<file path="src/lics_pkg.sv">
// Shared types, constants and elaboration-time functions of the inverse-CDF sampler.
package lics_pkg;

	localparam int IDX_W  = 7;
	localparam int CDF_W  = 33;
	localparam int LC_W   = 24;
	localparam int LF_W   = 18;
	localparam int X_W    = 32;
	localparam int FREQ_W = 54;
	localparam int BIN_W  = 7;

	localparam logic KIND_LOAD   = 1'b0;
	localparam logic KIND_SAMPLE = 1'b1;

	// Hz per unit of 13.6 eV, fits in 52 bits.
	localparam logic [63:0] HZ_PER_UNIT = 64'd3288465385000000;
	localparam logic [FREQ_W-1:0] FREQ_MAX = '1;

	typedef struct packed {
		logic                   kind;
		logic [IDX_W-1:0]       entry_index;
		logic [CDF_W-1:0]       cdf_value;
		logic signed [LC_W-1:0] log_cdf_value;
		logic [LF_W-1:0]        log_freq_value;
		logic [X_W-1:0]         uniform_value;
	} in_item_t;

	typedef struct packed {
		logic [FREQ_W-1:0] frequency_hz;
		logic [BIN_W-1:0]  bin_index;
	} out_item_t;

	// Classified request as handed from the front to the back.
	typedef struct packed {
		logic                   is_sample;
		logic                   wr_en;
		logic [IDX_W-1:0]       entry_index;
		logic [CDF_W-1:0]       cdf_value;
		logic signed [LC_W-1:0] log_cdf_value;
		logic [LF_W-1:0]        log_freq_value;
		logic [X_W-1:0]         x;
	} cmd_t;

	typedef logic [15:0][31:0] roots_t;

	function automatic logic [63:0] isqrt64(input logic [63:0] v_in);
		logic [63:0] v;
		logic [63:0] res;
		logic [63:0] bitv;
		v    = v_in;
		res  = '0;
		bitv = 64'd1 << 62;
		while (bitv > v)
			bitv = bitv >> 2;
		while (bitv != 64'd0) begin
			if (v >= res + bitv) begin
				v   = v - (res + bitv);
				res = (res >> 1) + bitv;
			end else begin
				res = res >> 1;
			end
			bitv = bitv >> 2;
		end
		return res;
	endfunction

	// Entry k holds 2^(2^-(k+1)) in Q1.31, each root taken from the previous one.
	function automatic roots_t exp2_roots();
		roots_t      r;
		logic [63:0] root;
		root = isqrt64(64'd1 << 63);
		r[0] = root[31:0];
		for (int k = 1; k < 16; k++) begin
			root = isqrt64(root << 31);
			r[k] = root[31:0];
		end
		return r;
	endfunction

	localparam roots_t EXP2_ROOTS = exp2_roots();

endpackage

</file>
<file path="src/lics_front.sv">
// Front end: input queue that accepts and classifies load and sample requests.
module lics_front #(
	parameter int TABLE_ENTRIES = 128
) (
	input  logic                clk,
	input  logic                arst_n,
	input  logic                push,
	output logic                full,
	input  lics_pkg::in_item_t  item,
	output logic                cmd_valid,
	output lics_pkg::cmd_t      cmd,
	input  logic                cmd_ready
);
	import lics_pkg::*;

	localparam int IW = $clog2(TABLE_ENTRIES);
	localparam int AW = ((IW > IDX_W) ? IW : IDX_W) + 1;

	cmd_t       entries_q [2];
	logic       wr_ptr_q;
	logic       rd_ptr_q;
	logic [1:0] count_q;
	cmd_t       new_cmd;
	logic       do_push;
	logic       do_pop;

	always_comb begin
		new_cmd.is_sample      = (item.kind == KIND_SAMPLE);
		// Loads aimed beyond the table lose their write enable here.
		new_cmd.wr_en          = (item.kind == KIND_LOAD) &&
			(AW'(item.entry_index) < AW'(TABLE_ENTRIES));
		new_cmd.entry_index    = item.entry_index;
		new_cmd.cdf_value      = item.cdf_value;
		new_cmd.log_cdf_value  = item.log_cdf_value;
		new_cmd.log_freq_value = item.log_freq_value;
		new_cmd.x              = (item.uniform_value == '0) ? X_W'(1) : item.uniform_value;
	end

	assign full      = (count_q == 2'd2);
	assign cmd_valid = (count_q != 2'd0);
	assign cmd       = entries_q[rd_ptr_q];
	assign do_push   = push && !full;
	assign do_pop    = cmd_valid && cmd_ready;

	always_ff @(posedge clk or negedge arst_n) begin
		if (!arst_n) begin
			wr_ptr_q <= 1'b0;
			rd_ptr_q <= 1'b0;
			count_q  <= 2'd0;
		end else begin
			if (do_push)
				wr_ptr_q <= !wr_ptr_q;
			if (do_pop)
				rd_ptr_q <= !rd_ptr_q;
			if (do_push && !do_pop)
				count_q <= count_q + 2'd1;
			else if (do_pop && !do_push)
				count_q <= count_q - 2'd1;
		end
	end

	always_ff @(posedge clk) begin
		if (do_push)
			entries_q[wr_ptr_q] <= new_cmd;
	end

endmodule

</file>
<file path="config.mk">
export PLATFORM = sky130hd
export DESIGN_NAME = lics_front
export DESIGN_NICKNAME = d
export VERILOG_FILES = /design/src/lics_pkg.sv /design/src/lics_front.sv
export SDC_FILE = /design/constraint.sdc
export NUM_CORES = 1
export LEC_CHECK = 0
export BUFFER_PORTS_ARGS = -buffer_cell sky130_fd_sc_hd__buf_2
export CAP_MARGIN = 0
export CORE_AREA = 2 2 163 165
export DETAILED_ROUTE_END_ITERATION = 12
export DIE_AREA = 0 0 165 167
export PLACE_DENSITY = 0.63
export RECOVER_POWER = 100
export SLEW_MARGIN = 0
export SYNTH_ARGS = -nofsm -noshare
export SYNTH_HDL_FRONTEND = slang
export SYNTH_SLANG_ARGS = --single-unit
</file>
<file path="constraint.sdc">
create_clock -name clk -period 18.5 [get_ports clk]
set_clock_uncertainty 0.1 [all_clocks]
set_input_delay 0.925 -clock clk [delete_from_list [all_inputs] [get_ports clk]]
set_output_delay 0.925 -clock clk [all_outputs]
set_load 0.05 [all_outputs]
</file>
== Word-level counts from Yosys, hierarchy flattened ==
Memories as Yosys holds them, arrays and structs flattened.
Cells that the tools add are included.
Storage, ports and cells
  output and inout port bits: 118
  memories: 1
  word-level logic and storage cells: 25
  input bits: 119
  bits in registers: 4
  memory bits (writable): 232
Memories
  entries_q: depth 2, bits a word 116, read ports 1, clocked after memory_dff 0, wr ports 1, line lics_front.sv:19  | cmd_t entries_q [2];
Cells by class
  reduce and logical (&&, ||, !) cells: 12
  mux-type cells: 5
  bitwise gates (word level): 1
  add/subtract/negate cells: 2
  equality and inequality tests: 1
Operator list (number)
  32-bit zero test: 1
  32-bit 2-to-1 mux: 1
  1-bit zero test: 5
  1-bit logical AND: 4
  2-bit 2-to-1 mux: 2
  2-bit nonzero test: 2
  2-bit by 1-bit adder with 2-bit output (second input constant): 1
  2-bit equality test (second input constant): 1
  1-bit 2-to-1 mux: 2
  2-bit by 1-bit subtractor with 2-bit output (second input constant): 1
  1-bit NOT: 1

== Depth between registers and ports, before layout ==
  depth after elaboration: 7
  gate-level depth with buffers: 7

== Least setup slack after synthesis ==
No wires, ideal clock.
  path kind: input -> register
  start point: input port push
  end point: memory entries_q[0][0] (netlist bit), enable pin
  stages on the path: 2
  setup time: 0.592 ns
  buffers on the path: 0
  arrival: 5.837 ns
  setup slack: 11.971 ns
  path through: nand2_1 -> nor2_1
On the way
  cells in the longest elaborated chain, start to end: 3
Ends and longest elaborated chain
  start: declaration: line lics_front.sv:7  | input logic push,
  1-bit logical AND: line lics_front.sv:42  | assign do_push = push && !full;
  1-bit 2-to-1 mux: line lics_front.sv:63  | if (do_push)
  1-bit 2-to-1 mux (not written as such): line lics_front.sv:64  | entries_q[wr_ptr_q] <= new_cmd;
  end: declaration: line lics_front.sv:19
Every way passes these cells.

==> metrics.txt <==
Clock Tree Root clkbuf_16; Overflow after GRT 0; Die ar. about 28000 um^2; clk sinks 236; nature of the critical path startpoint flip-flop; post-synthesis cell type count 19; final hold slack approximately 0.17 ns; dpl cell area 10300 um^2; vias in the first global route 4890; cell area after synthesis 8870 um^2; core area 25760 um^2; Post-synth EDFFs 232; DR vias/cell approximately 4.5; RD Place Congestion 0.7615; max_slew headroom -124.0%; number of routed nets with antenna violations 0; RSZ-0062 raised after global routing false; Arrival @ worst endpoint 6.00 ns; Fillers 2394; drt drc 0; yosys warns 0; final core occ 41.29%; power per cell area roughly 190 nW/um^2; chip height 167 um; R2R depth 3; syn_area_per_cell 20.97 um^2; syn nets 543; Leakage 3.554 nW; cts hold-fix bufs 0; Nets between 700 and 800; failing checks capacitance limit, slew limit; IO buf count between 200 and 250; worst setup margin 11.47 ns; Iteration-0 DRC Markers 301; Req. time, crit path between 15 and 20 ns; Total Routing Usage GR 12.16%; FMAX 0.1423 GHz; HPWL after detailed placement 11800 um; Setup WS pre-CTS 14.96 ns; clk slew on worst S/H paths 0.06 ns; endpoints failing hold 0; largest net degree at the start of global routing 60; layout cells sized above 1 28.92%; num rows 59; Tightest Pin Transition approximately 3.4 ns; Clk Latency, worst-skew pair roughly 0.5 ns; max-slew violations 357; post-synthesis cell count roughly 420; worst r2r src count_q[0]$_DFFE_PN0P_; Routed WL 17250 um; max-cap violation count 6; Final period util a little under two fifths; Synth Register Bits 236; Resize count post-CTS 0; Final Critical Period 7.030 ns; Initial Utilization 34.43%; ys async rst share between 1.5 and 2%; Max rail drop VDD 0.0001349 V; CP Max Fanout a little under 60; Hold Crit Class input pin to asynchronous set/reset pin; Worst Setup SP rd_ptr_q$_DFFE_PN0P_; R2R setup slack 12.78 ns; Die X ~170 um; RR Endpoint entries_q[1][17]$_DFFE_PP_; per-cell routed wire length around 17 um; CP endpoint cmd[29]; total number of vias 4464; setup TNS 0 ns; Worst setup EP type output pin; Max H-tree Level 1; Num CTS Buffers 23; CTS tree done; final setup vio count 0; main flop type after synthesis edfxtp_1; Max clock buf depth 3; first drt pass iteration count 4; outcome finished with violations; first-pass GRT wire length 26140 um; Post-CTS Setup Bufs 0; Top-Level Pins 237; synthesis-to-finish area growth 19.92%; initial antenna violation count 1; Critical Setup Path Class flip-flop to output pin; post-synthesis sequential area ratio about four fifths; Final Cell Area 10640 um^2
layout by cell type (no fill, tap or decap), types with 2 or more instances in the layout:
cell type | Yosys | final
buf_2 | 8 | 79
clkbuf_1 | 31 | 169
clkbuf_16 | 0 | 23
clkinv_1 | 0 | 4
dfrtp_1 | 4 | 4
edfxtp_1 | 232 | 232
inv_1 | 3 | 3
mux2_1 | 0 | 32
mux2_2 | 86 | 83
nand2_1 | 2 | 2
nand4_1 | 2 | 2
nor4_1 | 8 | 8
xnor2_1 | 3 | 3
xor2_1 | 2 | 2
where the power goes:
group          internal [mW]  switching [mW]
clock                  0.241           0.179
combinational          0.193           0.603
sequential             0.744          0.0526
worst min-delay path by stage:
stage / to / slack (ns) / startpoint / depth (start not counted)
after floorplan: count_q[1]$_DFFE_PN0P_ / 0.36 / count_q[1]$_DFFE_PN0P_ / 1
after global placement: count_q[1]$_DFFE_PN0P_ / 0.37 / count_q[1]$_DFFE_PN0P_ / 1
after detailed placement: count_q[1]$_DFFE_PN0P_ / 0.40 / count_q[1]$_DFFE_PN0P_ / 1
after CTS: count_q[0]$_DFFE_PN0P_ / 0.11 / arst_n / 1
after global routing: count_q[0]$_DFFE_PN0P_ / 0.15 / arst_n / 1
final: count_q[0]$_DFFE_PN0P_ / 0.17 / arst_n / 1
stage by stage:
stage | cells | total power, mW
4_1_cts | 992 | 2.078
3_5_place_dp | 954 | 1.651
3_3_place_gp | 954 | 1.635
6_report | 993 | 2.013
2_1_floorplan | 423 | 1.490
5_1_grt | 993 | 2.104
cells in the mapped netlist (2+ instances only):
master	number	share of area (%)
buf_6	5	0.63
nand2_1	2	0.085
edfxtp_1	232	79
clkbuf_1	31	1.3
buf_2	8	0.45
inv_1	3	0.13
nor2_1	2	0.085
xnor2_1	3	0.30
dfrtp_1	4	1.1
mux2_2	86	11
nand4_1	2	0.14
xor2_1	2	0.20
mux2_4	30	5.1
nor4_1	8	0.56
flip-flops by register name, summed over array words and instances, names as in the netlist:
register,cells
entries_q,232
wr_ptr_q,1
count_q,2
rd_ptr_q,1
cells by family (layout without fill, tap and decap cells):
group	count (synthesis)	count (layout)	synth area share, %
buffers and inverters	47	281	2.525
flip-flops	236	236	79.67
AO/OA/AOI/OAI	1	1	0.08467
AND/OR/NAND/NOR	17	17	1.086
adder cells (fa/ha/maj)	1	1	0.1410
other	0	1	0
multiplexers	116	116	16.00
XOR/XNOR	5	5	0.4938
area by class of cell:
class                   count  area, um^2  share of cell area, %
flip-flops and latches    236        7067                  66.44
clock inverters             6       50.05                 0.4705
repair buffers            240       999.7                  9.399
inverters                   3       11.26                 0.1059
clock buffers              32       609.3                  5.729
diodes                      1       2.502                0.02353
multi-input cells         140        1478                  13.89
well taps                 335       419.2                  3.941
worst max-delay path: stages (launching register included):
cell and delay (ns):
dfrtp_1 1.95, clkbuf_1 2.41, mux2_2 0.52, clkbuf_1 0.49
layer usage:
metal,vias to the layer above,GRT usage [%],part of all wire (%)
li1,2068,-,-
met5,-,0,0
met3,35,2.889,7.3
met4,0,3.781,2.2
met2,164,21.92,52
met1,2197,14.15,39
Power figures use the tool's default switching activity.
